===== config.mk =====
export PLATFORM = sky130hd
export DESIGN_NAME = bras_div
export DESIGN_NICKNAME = d
export VERILOG_FILES = /design/src/design/bras_pkg.sv /design/src/design/bras_div.sv
export SDC_FILE = /design/constraint.sdc
export NUM_CORES = 1
export LEC_CHECK = 0
export BUFFER_PORTS_ARGS = -buffer_cell sky130_fd_sc_hd__buf_2
export CELL_PAD_IN_SITES_DETAIL_PLACEMENT = 0
export CELL_PAD_IN_SITES_GLOBAL_PLACEMENT = 1
export CORE_ASPECT_RATIO = 1.4
export CORE_MARGIN = 8
export CORE_UTILIZATION = 41
export CTS_CLUSTER_DIAMETER = 120
export DETAILED_ROUTE_END_ITERATION = 10
export PLACE_DENSITY = 0.88
export SLEW_MARGIN = 20
export SYNTH_ARGS = -nofsm -noshare
export SYNTH_HDL_FRONTEND = slang
export SYNTH_SLANG_ARGS = --single-unit

===== constraint.sdc =====
create_clock -name i_clk -period 3.1 [get_ports i_clk]
set_input_delay 0.62 -clock i_clk [delete_from_list [all_inputs] [get_ports i_clk]]
set_output_delay 0.62 -clock i_clk [all_outputs]
set_load 0.1 [all_outputs]

===== src/design/bras_pkg.sv =====
`default_nettype none

package bras_pkg;

    // Internal index and length width: holds any index, length, block size or block end.
    localparam int IW = 12;

    typedef logic [1:0] t_opcode;

    localparam t_opcode OP_WRITE = 2'd0;
    localparam t_opcode OP_ADD   = 2'd1;
    localparam t_opcode OP_SUM   = 2'd2;
    localparam t_opcode OP_NONE  = 2'd3;

    typedef logic [0:0] t_cfg_index;

    localparam t_cfg_index CFG_ARRAY_LENGTH = 1'd0;
    localparam t_cfg_index CFG_BLOCK_SIZE   = 1'd1;

    // Handshake between the sequencer and the divider.
    typedef struct packed {
        logic          start;
        logic [9:0]    dividend;
        logic [IW-1:0] divisor;
    } t_div_req;

    typedef struct packed {
        logic          done;
        logic [9:0]    quot;
        logic [IW-1:0] rem;
    } t_div_rsp;

endpackage

`default_nettype wire


===== src/design/bras_div.sv =====
`default_nettype none

module bras_div
    import bras_pkg::*;
(
    input  wire logic     i_clk,
    input  wire logic     i_rst_n,
    input  wire t_div_req i_req,
    output t_div_rsp      o_rsp
);

    logic [3:0]    r_cnt;
    logic [9:0]    r_quot;
    logic [IW-1:0] r_rem;
    logic [IW-1:0] r_div;
    logic          r_done;
    logic [IW-1:0] shifted;
    logic          take;

    // One quotient bit per cycle, restoring form.
    assign shifted = {r_rem[IW-2:0], r_quot[9]};
    assign take    = (shifted >= r_div);

    always_ff @(posedge i_clk) begin
        if (!i_rst_n) begin
            r_cnt  <= '0;
            r_done <= 1'b0;
        end else begin
            r_done <= 1'b0;
            if (i_req.start) begin
                r_cnt <= 4'd10;
            end else if (r_cnt != '0) begin
                r_cnt <= r_cnt - 4'd1;
                if (r_cnt == 4'd1) begin
                    r_done <= 1'b1;
                end
            end
        end
    end

    always_ff @(posedge i_clk) begin
        if (i_req.start) begin
            r_quot <= i_req.dividend;
            r_rem  <= '0;
            r_div  <= i_req.divisor;
        end else if (r_cnt != '0) begin
            r_rem  <= take ? (shifted - r_div) : shifted;
            r_quot <= {r_quot[8:0], take};
        end
    end

    assign o_rsp.done = r_done;
    assign o_rsp.quot = r_quot;
    assign o_rsp.rem  = r_rem;

endmodule

`default_nettype wire


==> summary by stage, run 1 <==
Finish
The finished layout holds 321 standard cells, fillers aside. In the final design database the tool counted 292 nets. The number of antenna diodes is 0. The area growth from synthesis to layout is 17.3%.

The share of post-route cells with drive strength above 1 is 27.1%.

Synth
Of all flip-flops after synthesis, the portion carrying an async set or reset was 0%. The predominant post-synthesis flop cell is sky130_fd_sc_hd__edfxtp_1. The share of the Yosys chip area taken by registers is 46.2%.

The count of mapped cells out of synthesis is 209. In this run, synthesis produced a sequential element count of 39. The number of nets in the synthesized netlist is 247. The post-synth design cell area is 2170 µm². The top cell type by area accounts for 30.5% of the synthesized area. The number of warnings reported in the yosys synthesis log is 0. The cell type with the highest aggregate area in the netlist is sky130_fd_sc_hd__edfxtp_1. The average footprint of a synthesized cell is 10.4 µm².

Yosys mapped a number of flops with a built-in enable equal to 22. In the post-synthesis netlist, the biggest area contributors are sky130_fd_sc_hd__edfxtp_1 30%, sky130_fd_sc_hd__dfxtp_1 16%, sky130_fd_sc_hd__ha_1 6.9%. The netlist uses 46 different library cells.

Worst setup path
Of all nets on the critical path, the largest fanout is 18. The kind of launch point of the worst setup path is a flop. The setup check on the worst reg-to-reg path leaves a slack of 560 ps. The worst setup path is captured at a flop. The critical path arrival is 2780 ps. The required time at the endpoint of the critical path is 3330 ps.

Measured in cells, the most critical reg-to-reg path has a length of 9. The worst reg2reg path startpoint is r_quot[9]. The startpoint of the most critical setup path is r_quot[9].

The endpoint identified for the worst register-to-register timing path is r_rem[1]. By startpoint and endpoint, the worst setup path is classified as reg2reg. The worst setup path endpoint is r_rem[1].

Floorplanning
The floorplan step set the die height to 102 µm. After floorplanning, the core was divided into 31 placement rows. The chip width is 77.5 µm. The number of primary I/O pins is 48. The total area inside the core boundary comes to 5160 µm².

The die covers 7900 µm². Once the floorplan was initialized, standard cells occupied 42.0% of the core.

STA
The headroom to the max-slew limit is 52.6%. The total negative slack for setup checks is 0 ps. Across the routed clock network, the largest skew measured is 9.55 ps.

The clock period could shrink to 2540 ps. The final max-slew violation count is 0. The final setup violation count is 0.

The number of hold violations in the final report is 0. Setup repair after global routing left no endpoint under its margin. At the pin with the least slew margin, the transition time is 712 ps.

Derived from the worst setup path, the maximum achievable clock frequency is 393 MHz. In the finished design, the share of the clock period the worst path needs comes to 82.1%.

CTS
The clock sink count is 39. The clock tree from TritonCTS is built. After clock tree synthesis, the clock-pin slew on the worst setup and hold paths is 80 ps. No sink is reached through more buffers than the 2 on the longest clock path. In this run the post-CTS setup repair buffer count came out at 0. In this run, CTS created clock tree buffers numbering 5. The root buffer cell chosen for the clock tree is sky130_fd_sc_hd__clkbuf_8. Clock latency on the worst-skew pair, taken at its later pin, is 290 ps.

The number of gates resized after CTS was 0. The H-tree was split into 2 levels. For this design, the CTS-stage hold fixing added 0 buffers.

Detailed routing
The final routed wire length divided by cell count is 15.2 µm. The number of DRC markers in iteration 0 is 96. Wires add up to 4.87 mm. The total number of vias is 1722. The number of search-and-repair iterations in the first detailed-routing pass is 4. The remaining design rule violation count is 0. The count of antenna-violating nets left after detailed routing is 0. The via density per instance is 5.36.

Hold path
The min-delay analysis places its worst path in the category in2reg.

Global routing
The number of global-route vias before repair is 1801. The final global-route overflow total is 0. The number of antenna violations at the first check in global routing is 0. The maximum number of pins on one net before global-route repair is 26. Global routing used 12.4% of the available tracks.

The first global-routing pass estimated 8.08 mm of wire.

Placement
The instance count after placement with tap cells included is 313. The count of buffers inserted at the top-level ports is 47. After legalization and detailed placement, the total HPWL measured 3.68 mm. The weighted congestion at the end of routability-driven global placement is 0.817.

Outcome
The run finished with clean final reports.

Power
Dividing total power by cell area gives a power density of 690 nW/µm². Summed over all cells, the static leakage comes to 1.16 nW. The worst-case IR drop observed on VDD is 0.000478 V.

Flow run
Max-cap violations in this run came to 0.
[per-layer routing]
layer / vias up / part of all wire (%) / routed length, µm / track usage (%)
met4: 0 / 1.6 / 80 / 4.52
met2: 47 / 53 / 2570 / 23.5
li1: 856 / - / - / -
met3: 7 / 4.2 / 206 / 2.82
met1: 812 / 41 / 2020 / 13.0
met5: - / 0 / 0 / 0
[how the worst min path moves through the flow]
| stage | start | end | slack, ps | cells after the start |
|---|---|---|---|---|
| after floorplan | r_cnt[3] | r_cnt[3] | 490 | 2 |
| after global placement | r_cnt[3] | r_cnt[3] | 520 | 2 |
| after detailed placement | r_cnt[3] | r_cnt[3] | 520 | 2 |
| after CTS | i_req[10] | r_div[10] | 500 | 1 |
| after global routing | i_req[10] | r_div[10] | 500 | 1 |
| final | i_req[8] | r_div[8] | 500 | 1 |
[area by class of cell]
type,count,area [µm²]
fill,505,2620
clock inverter,3,38.8
timing repair buffer,48,243
tap,66,82.6
sequential,39,1000
clock buffer,5,68.8
inverter,16,60.1
multi-input combinational,144,1050
[report_power, final]
part           internal (W)  switching [W]  leakage (nW)  total (W)
combinational      0.000190       0.000505         0.743   0.000695
clock              0.000236       0.000176        0.0556   0.000411
sequential         0.000609      0.0000404         0.361   0.000649
[state kept, by name, indices dropped and copies added (netlist names)]
name and cells:
r_quot 10, r_rem 12, r_div 12, r_cnt 4, r_done 1
[Yosys cell counts (all sizes together), types with 3 or more instances]
master,number
nand4,4
a21oi,20
nor2b,3
o21a,4
nand3,7
a31o,3
nor3,5
nand2,9
nor2,9
mux2i,9
a21o,3
xnor2,7
nand2b,4
ha,12
inv,16
clkbuf,5
buf,5
dfxtp,17
edfxtp,22
o21ai,12
mux2,9
[through the flow]
step	setup WS (ps)	total power, W	utilization, %	hold slack (ps)	cell area (µm²)
2_1_floorplan	145	0.00123	-	492	2170
3_3_place_gp	648	0.00135	47.2	518	2440
3_5_place_dp	567	0.00135	47.2	518	2440
4_1_cts	543	0.00176	49.3	500	2540
5_1_grt	412	0.00184	49.3	495	2540
6_report	556	0.00176	49.3	503	2540
[critical path, cell delays in order (launching register included)]
cell	delay (ps)
sky130_fd_sc_hd__edfxtp_1	360
sky130_fd_sc_hd__inv_1	60
sky130_fd_sc_hd__ha_1	220
sky130_fd_sc_hd__fa_1	390
sky130_fd_sc_hd__nand2b_1	190
sky130_fd_sc_hd__a21oi_2	190
sky130_fd_sc_hd__o21ai_2	90
sky130_fd_sc_hd__a21o_1	410
sky130_fd_sc_hd__or4_1	500
sky130_fd_sc_hd__nand3_1	70
[cells in the final DEF (no fill, tap or decap), types with 5 or more instances in the layout]
cell type / n
sky130_fd_sc_hd__clkbuf_8: 5
sky130_fd_sc_hd__ha_1: 12
sky130_fd_sc_hd__buf_2: 47
sky130_fd_sc_hd__nand2_1: 9
sky130_fd_sc_hd__mux2_2: 9
sky130_fd_sc_hd__a21oi_1: 18
sky130_fd_sc_hd__nand3_1: 7
sky130_fd_sc_hd__edfxtp_1: 22
sky130_fd_sc_hd__o21ai_0: 11
sky130_fd_sc_hd__xnor2_1: 7
sky130_fd_sc_hd__dfxtp_1: 17
sky130_fd_sc_hd__inv_1: 15
sky130_fd_sc_hd__nor2_1: 9
sky130_fd_sc_hd__nor3_1: 5
sky130_fd_sc_hd__mux2i_1: 9
[cells by family (layout without fill, tap and decap cells)]
group	Yosys count	after routing	share of synthesized area (%)
DFF	39	39	46.2
muxes	18	18	8.83
xor gates and xnor gates	8	8	3.23
adders and majority gates	13	13	7.85
AOI/OAI and AO/OA	56	56	16.5
and+or+nand+nor	49	49	12.0
buffers and inverters	26	72	5.42
Note: power is estimated with default switching activity, not from simulation.
==> run 2, diff against run 1 <==
- CORE_UTILIZATION: 41 -> 37
- PLACE_DENSITY: 0.88 -> 0.85
- clock period: 3.1 -> 2 ns (I/O delays scaled with it)
==> run 2 against run 1 <==
  * The flow now finishes with violations (setup timing)
  * Clock power grew 90%
  * Global-route usage grew 0.31 points
  * Register-to-register slack lost 620 ps
  * Cell count grew 11%
  * Non-clock buffer count grew 31
  * Worst setup slack lost 620 ps
==> summary by stage, run 2 (synthesized netlist as in run 1, its figures left out) <==
Detailed routing
The count of nets left with antenna violations once routing finished came out at 0. After detailed routing, the number of remaining DRC violations is 0. The final routed wire length divided by cell count is 14.8 µm. The routed layout has 1861 vias. The number of search-and-repair iterations in the first detailed-routing pass is 4.

The via density per instance is 5.23. For this block, the initial DRC count from the detailed router was 82. The routed design has 5.28 mm of wire.

Placement
The weighted congestion at the end of routability-driven global placement is 0.811. The wire-length estimate of the detail-placed layout is 4.18 mm. Port buffering added 47 buffers.

The instance count after placement with tap cells included is 345.

Power
Net switching is 38.8% of the power. The part of the power in the clock network is 25.6%. The combinational group share of total power is 41.6%. The maximum VDD drop is 0.000599 V.

Summed over all cells, the static leakage comes to 1.34 nW. For this design the ratio of total power to cell area is 1050 nW/µm². The net load switching power is 0.00118 W. The sequential share of power is 32.8%. Cell internal power was estimated by the tool at 0.00186 W. Overall power consumption after layout is estimated at 0.00305 W.

CTS
The H-tree level count is 2. The clock sink count is 39. Buffers inserted during clock tree synthesis total 5. The clock reaches the later pin of the worst-skew pair after 290 ps. The clock passes through at most 2 buffers. In this run, post-CTS hold repair placed 0 buffers. After clock tree synthesis, the clock-pin slew on the worst setup and hold paths is 80 ps. The clock tree from TritonCTS is built. The cell at the root of the clock tree is sky130_fd_sc_hd__clkbuf_8.

Worst setup path
The critical path runs through a total of 8 cells. The most critical setup path has its startpoint at r_div[0]. The kind of cell adding the most delay to the critical path is simple AND/OR/NAND/NOR gates.

Walking the worst path, the cells encountered are ha_4 > fa_2 > nand2b_4 > a21oi_4 > o21ai_2 > a21o_1 > or4_1 > nand3_1. The largest individual stage delay along the critical path comes from the cell sky130_fd_sc_hd__edfxtp_1. The worst reg-to-reg setup slack is -60 ps. The worst register-to-register path begins at r_div[0]. For this run, the slowest stage of the critical path takes 420 ps. Of all nets on the critical path, the largest fanout is 5.

The critical path arrival is 2300 ps. STA classifies the critical path startpoint as a flop. The buffers plus inverters on the worst setup path is 0. The nature of the critical path endpoint is a flop. The required time at the endpoint of the critical path is 2240 ps.

The critical path in this run is classified as reg2reg. In this run the critical register-to-register path is captured at r_rem[1]. The number of cells on the worst reg-to-reg path is 8.

Hold path
The critical hold path startpoint is i_req[6]. Counting instances, the worst hold path has a depth of 1. The worst hold path belongs to the class in2reg. The sink of the worst hold path is r_div[6].

Finish
The largest registers in the layout are r_div (12), r_rem (12), r_quot (10). Summing all multi-input logic gate instances after layout gives 1140 µm². Compared with the post-synthesis result, the final layout area differs by 33.8%. The number of fillers in the final layout is 553. Cells fill 50.2% of the core in the end. For this run, the number of standard cells in the final layout without fillers is 356. Leaving out fill and tap cells, the most frequent cells in the layout are 47 x sky130_fd_sc_hd__buf_2, 30 x sky130_fd_sc_hd__buf_4, 22 x sky130_fd_sc_hd__edfxtp_1. The most common cell after layout, fill and taps aside is sky130_fd_sc_hd__buf_2. The net total in the final layout is 323. 0 antenna diodes ended up in the layout.

The share of post-route cells with drive strength above 1 is 39.2%. Across the whole layout, storage elements account for 1000 µm².

Floorplanning
The die covers 8600 µm². The core area is 5780 µm². The number of standard-cell rows in the floorplan is 33.

In this run the horizontal extent of the chip is 80.7 µm. The starting density of the core is 37.5%. The number of primary I/O pins is 48. The die boundary height is 107 µm.

Global routing
The number of global-route vias before repair is 1954. The first global-routing pass estimated 8.74 mm of wire. The number of antenna violations at the first check in global routing is 0. The total routing usage reported by global routing is 12.7%. The final global-route overflow total is 0. The maximum number of pins on one net before global-route repair is 19.

Outcome
The final reports fail on setup timing. The flow ran to the end, but the final reports show violations.

STA
The minimum setup slack in the final design is -60.6 ps. Setup repair after global routing could not meet its margin everywhere. The worst path uses 103% of the clock period.

Counting I/O delays and the setup requirement, the final critical path takes 2060 ps. The actual slew at the worst max-slew pin is 559 ps. The number of hold violations in the final report was 0. The clock tree skew after final layout is 10.2 ps. Headroom to the max-slew limit came out at 62.6%. Setup violations remaining at the end of the flow were counted as 12.

The final max-slew violation count is 0. Based on the critical path, the design can be clocked at up to 485 MHz.

Flow run
The reported max-cap violation count is 0.
-- run 2: cell type report --
class	instances	area share (%)
Clock buffer	6	2.50
Clock inverter	2	2.07
Inverter	16	2.07
Multi-Input combinational cell	144	39.2
Sequential cell	39	34.5
Tap cell	70	3.02
Timing Repair Buffer	79	16.7
-- run 2: repair_timing --
action / CTS / global route
setup buffers: 1 / 2
resized for setup: 8 / 5
pin swaps: 3 / 0
setup endpoints to repair: 12 / 13
-- run 2: power groups by stage --
| stage | sequential [W] | combinational, W | clock (W) |
|---|---|---|---|
| 6_report | 0.00100 | 0.00127 | 0.000779 |
| 5_1_grt | 0.00101 | 0.00136 | 0.000822 |
| 4_1_cts | 0.00100 | 0.00125 | 0.000796 |
| 3_5_place_dp | 0.00102 | 0.00122 | 0 |
| 3_3_place_gp | 0.00101 | 0.00121 | 0 |
| 2_1_floorplan | 0.00145 | 0.000472 | 0 |
-- run 2: per-stage QoR --
stage | instance area [µm²] | hold WS (ps) | setup TNS, ps | setup WS (ps)
after detailed placement | 2670 | 530 | -824 | -87.8
after CTS | 2860 | 267 | -457 | -67.8
after floorplan | 2190 | 492 | -9470 | -844
final | 2900 | 275 | -346 | -60.6
after global placement | 2670 | 518 | -463 | -66.6
after global routing | 2900 | 263 | -1840 | -189
-- run 2: worst reg2reg max path, delay by kind of cell, from the launching register on --
kind,cells,cell delay [ps]
AND/OR/NAND/NOR,3,650
flip-flops,1,420
AO/OA/AOI/OAI,3,430
adder cells (fa/ha/maj),2,520
-- run 2: worst max path at each step --
stage | to | slack, ps
after floorplan | r_rem[11] | -840
after global placement | r_rem[7] | -70
after detailed placement | r_rem[2] | -90
after CTS | r_rem[1] | -70
after global routing | r_rem[0] | -190
final | r_rem[1] | -60
-- run 2: layer usage --
layer | wire (µm) | track usage (%) | vias to the layer above
li1 | - | - | 919
met1 | 2050 | 13.0 | 896
met2 | 2900 | 23.2 | 36
met3 | 213 | 3.27 | 10
met4 | 119 | 6.03 | 0
met5 | 0 | 0 | -
==> run 3, diff against run 2 <==
--- a/config.mk
+++ b/config.mk
@@ -7,2 +7,3 @@
 export LEC_CHECK = 0
+export ABC_AREA = 1
 export BUFFER_PORTS_ARGS = -buffer_cell sky130_fd_sc_hd__buf_2
@@ -12,6 +13,6 @@
 export CORE_MARGIN = 8
-export CORE_UTILIZATION = 37
+export CORE_UTILIZATION = 36
 export CTS_CLUSTER_DIAMETER = 120
 export DETAILED_ROUTE_END_ITERATION = 10
-export PLACE_DENSITY = 0.85
+export PLACE_DENSITY = 0.86
 export SLEW_MARGIN = 20
==> constraint.sdc (replaced) <==
create_clock -name i_clk -period 2 [get_ports i_clk]
set_input_delay 0 -clock i_clk [delete_from_list [all_inputs] [get_ports i_clk]]
set_output_delay 0 -clock i_clk [all_outputs]
set_load 0.1 [all_outputs]
==> run 3 against run 2 <==
  * The flow now finishes without violations
  * Flip-flop and latch count stayed put
  * Fmax is 4.6% higher
  * Power is 2.2% higher
  * Via count is 26% higher
  * First-iteration DRC count is 44% higher
  * Sequential power hardly changed
  * Wire length is 27% higher
  * Register-to-register slack better by 90 ps
  * Largest power group unchanged
  * Highest routed layer unchanged
==> summary by stage, run 3 <==
Detailed routing
The routed design has 6.70 mm of wire. In the routed layout, each cell is associated on average with a via count of 4.79. The total number of vias is 2351.

Dividing the detail-routed wire length by the instance count gives 13.7 µm. The pre-antenna-repair detailed-routing pass consisted of 4 iterations. The remaining design rule violation count is 0. For this block, the initial DRC count from the detailed router was 118. Once detail routing completed, the nets flagged for antenna violations numbered 0.

Floorplanning
The die boundary height is 113 µm. The starting density of the core is 36.7%. The number of standard-cell rows in the floorplan is 35. In this run the count of I/O pins placed on the die edge is 48. Measured along the x axis, the die boundary spans 85.0 µm. The core region is 6530 µm². The die covers 9560 µm².

STA
Setup violations remaining at the end of the flow were counted as 0. The actual slew at the worst max-slew pin is 507 ps. The final max-slew violation count is 0. Setup repair after global routing could not meet its margin everywhere. The share of the clock period used by the worst path after layout is 98.5%. Measured against its own limit, the worst slew margin works out to 66.2%.

Based on the critical path, the design can be clocked at up to 508 MHz. The number of hold violations in the final report came to 0. After layout, the minimum clock period comes to 1970 ps.

Between clock sinks in the finished design, the worst skew comes to 7.38 ps. The minimum setup slack in the final design is 29.6 ps.

Flow run
Max-cap violations in this run came to 0.

Power
The power density normalized to cell area is 941 nW/µm². The maximum VDD drop is 0.000539 V. The analysis attributes to cell leakage a power of 1.77 nW.

Synth
The share of async-settable or async-resettable flops after synthesis is 0%. The average footprint of a synthesized cell is 7.42 µm². Yosys attributes the largest share of cell area to sky130_fd_sc_hd__edfxtp_1 28%, sky130_fd_sc_hd__nand2_1 18%, sky130_fd_sc_hd__dfxtp_1 14%. The post-synth design cell area is 2400 µm². Counting flops with a built-in enable in the synthesized netlist gives 22. The area share of the leading cell type in the synthesized netlist is 27.6%. The cell type with the highest aggregate area in the netlist is sky130_fd_sc_hd__edfxtp_1. In the synthesized netlist, the number of instances is 323. The flop and latch count out of synthesis is 39. The number of warnings reported in the yosys synthesis log is 0.

Sequential elements use 41.8% of the synthesized area. The predominant post-synthesis flop cell is sky130_fd_sc_hd__edfxtp_1. The distinct cell type count of the synthesized netlist is 25. In the synthesized netlist, the cells that appear most often are 112 x sky130_fd_sc_hd__nand2_1, 59 x sky130_fd_sc_hd__inv_1, 25 x sky130_fd_sc_hd__nand3_1. In the post-synthesis netlist, the cell with the most instances is sky130_fd_sc_hd__nand2_1. The number of nets in the synthesized netlist is 361.

Worst setup path
The cell at the slowest stage of the critical path is sky130_fd_sc_hd__edfxtp_1. The kind of cell adding the most delay to the critical path is simple AND/OR/NAND/NOR gates. The number of buffers and inverters on the critical path is 2.

The maximum fanout along the worst path is 6. The worst setup path is captured at a flop. Traced cell by cell, the critical path runs through ha_4 > fa_2 > inv_2 > nand3_2 > nand3_4 > nand3_4 > nand3_4 > buf_6 > nand3_2 > nand3_1 > nand2_1. For this run, the slowest stage of the critical path takes 420 ps. The required time at the endpoint of the critical path is 2200 ps.

The critical path class is reg2reg. The critical path's most frequent cell is sky130_fd_sc_hd__nand3_4. STA puts the critical path data arrival time at 2170 ps. The kind of launch point of the worst setup path is a flop.

Placement
The pre-CTS setup slack is 58.2 ps. The wire-length estimate of the detail-placed layout is 4.69 mm. The instance count after placement with tap cells included is 447. Routability-driven placement finished with a final weighted congestion of 0.882. Buffers placed on the I/O ports in this run total 47.

CTS
The H-tree level count is 2. For the worst-skew pair, the clock arrives at the later sink with an insertion delay of 290 ps. Clock-pin slew was measured on the worst setup and hold paths at 80 ps. The clock drives 39 sinks. The clock tree from TritonCTS is built. Clock tree synthesis selected as its root buffer the cell sky130_fd_sc_hd__clkbuf_8. Counting along the longest clock path gives a buffer depth of 2.

Counting the buffers created by CTS gives 5.

Global routing
Across every metal layer, demand over resource in global routing totals 13.6%. Entering global routing, the biggest net connects 17 pins. The final global-route overflow total is 0. The number of antenna violations at the first check in global routing is 0. The number of global-route vias before repair is 2265. The first global-routing pass estimated 10.4 mm of wire.

Finish
The final layout contains 454 nets. The end-of-flow core utilization is 50.7%. The number of fillers in the final layout is 644. The area growth from synthesis to layout is 38.1%. The top cell types in the final layout, fill and taps aside, are 106 x sky130_fd_sc_hd__nand2_1, 57 x sky130_fd_sc_hd__inv_1, 47 x sky130_fd_sc_hd__buf_2. The largest registers in the layout are r_div (12), r_rem (12), r_quot (10).

0 antenna diodes ended up in the layout. The share of post-route cells with drive strength above 1 is 27.3%. The finished layout holds 491 standard cells, fillers aside. The most common cell after layout, fill and taps aside is sky130_fd_sc_hd__nand2_1.

Outcome
The run finished with clean final reports.

Hold path
The worst min-delay path class is in2reg.
[run 3: cell types whose count changed in the layout (fill, tap and decap cells not counted), moves of 13 or more]
| cell | change |
|---|---|
| sky130_fd_sc_hd__nand2_1 | +97 |
| sky130_fd_sc_hd__buf_4 | -15 |
| sky130_fd_sc_hd__nand3_1 | +13 |
| sky130_fd_sc_hd__dlygate4sd3_1 | +23 |
| sky130_fd_sc_hd__inv_1 | +43 |
[run 3: layout make-up]
type | count | area (µm²) | share of cell area, %
Inverter | 63 | 244 | 7.38
Sequential cell | 39 | 1010 | 30.4
Clock buffer | 6 | 72.6 | 2.19
Timing Repair inverter | 1 | 6.26 | 0.189
Multi-Input combinational cell | 218 | 1260 | 38.2
Clock inverter | 2 | 12.5 | 0.378
Timing Repair Buffer | 88 | 612 | 18.5
Tap cell | 74 | 92.6 | 2.80
[run 3: worst paths after layout]
kind / from / endpoint / slack [ps] / depth (start not counted)
max reg2reg: r_div[0] / r_rem[7] / 30 / 11
min: i_req[22] / r_div[5] / 110 / 1
max: r_div[0] / r_rem[7] / 30 / 11
min reg2reg: r_rem[5] / r_rem[5] / 470 / 2
[run 3: logic make-up (layout without fill, tap and decap cells)]
logic type	count (synthesis)	in the layout	synth area share (%)
AO/OA/AOI/OAI	19	19	4.44
XOR/XNOR	3	3	1.10
adder cells (fa/ha/maj)	13	13	7.10
buffers and inverters	67	160	10.8
flip-flops	39	39	41.8
AND/OR/NAND/NOR	182	183	34.8
[run 3: layer usage]
metal  track usage, %  wire length, µm  vias up
li1                 -                -     1205
met3             2.92              285       14
met1             13.9             2610     1062
met4             5.73              158        0
met5                0                0        -
met2             25.6             3650       70
[run 3: what timing repair did]
item	CTS	global route
endpoints found under the hold margin	27	0
setup buffers	0	11
hold buffers	23	0
endpoints found under the setup margin	0	13
resized for setup	0	26
[run 3: worst register-to-register path, stage by stage, from the launching register on]
cell and delay [ps]:
sky130_fd_sc_hd__edfxtp_1 420, sky130_fd_sc_hd__ha_4 190, sky130_fd_sc_hd__fa_2 390, sky130_fd_sc_hd__inv_2 70, sky130_fd_sc_hd__nand3_2 80, sky130_fd_sc_hd__nand3_4 100, sky130_fd_sc_hd__nand3_4 120, sky130_fd_sc_hd__nand3_4 200
sky130_fd_sc_hd__buf_6 130, sky130_fd_sc_hd__nand3_2 50, sky130_fd_sc_hd__nand3_1 60, sky130_fd_sc_hd__nand2_1 50
[run 3: where the power goes]
| part | leakage (nW) | internal (W) | switching (W) |
|---|---|---|---|
| Sequential | 0.365 | 0.000955 | 0.0000699 |
| Clock | 0.0412 | 0.000244 | 0.000287 |
| Combinational | 1.36 | 0.000443 | 0.00111 |
| Total | 1.77 | 0.00164 | 0.00147 |
[run 3: per-stage QoR]
stage	TNS (ps)	total power [W]	hold slack, ps	cell area, µm²
global placement	0	0.00240	176	2790
detailed placement	0	0.00241	178	2790
floorplan	-5340	0.00211	98.9	2420
CTS	0	0.00298	114	3100
global route	-345	0.00330	127	3310
finish	0	0.00311	111	3310
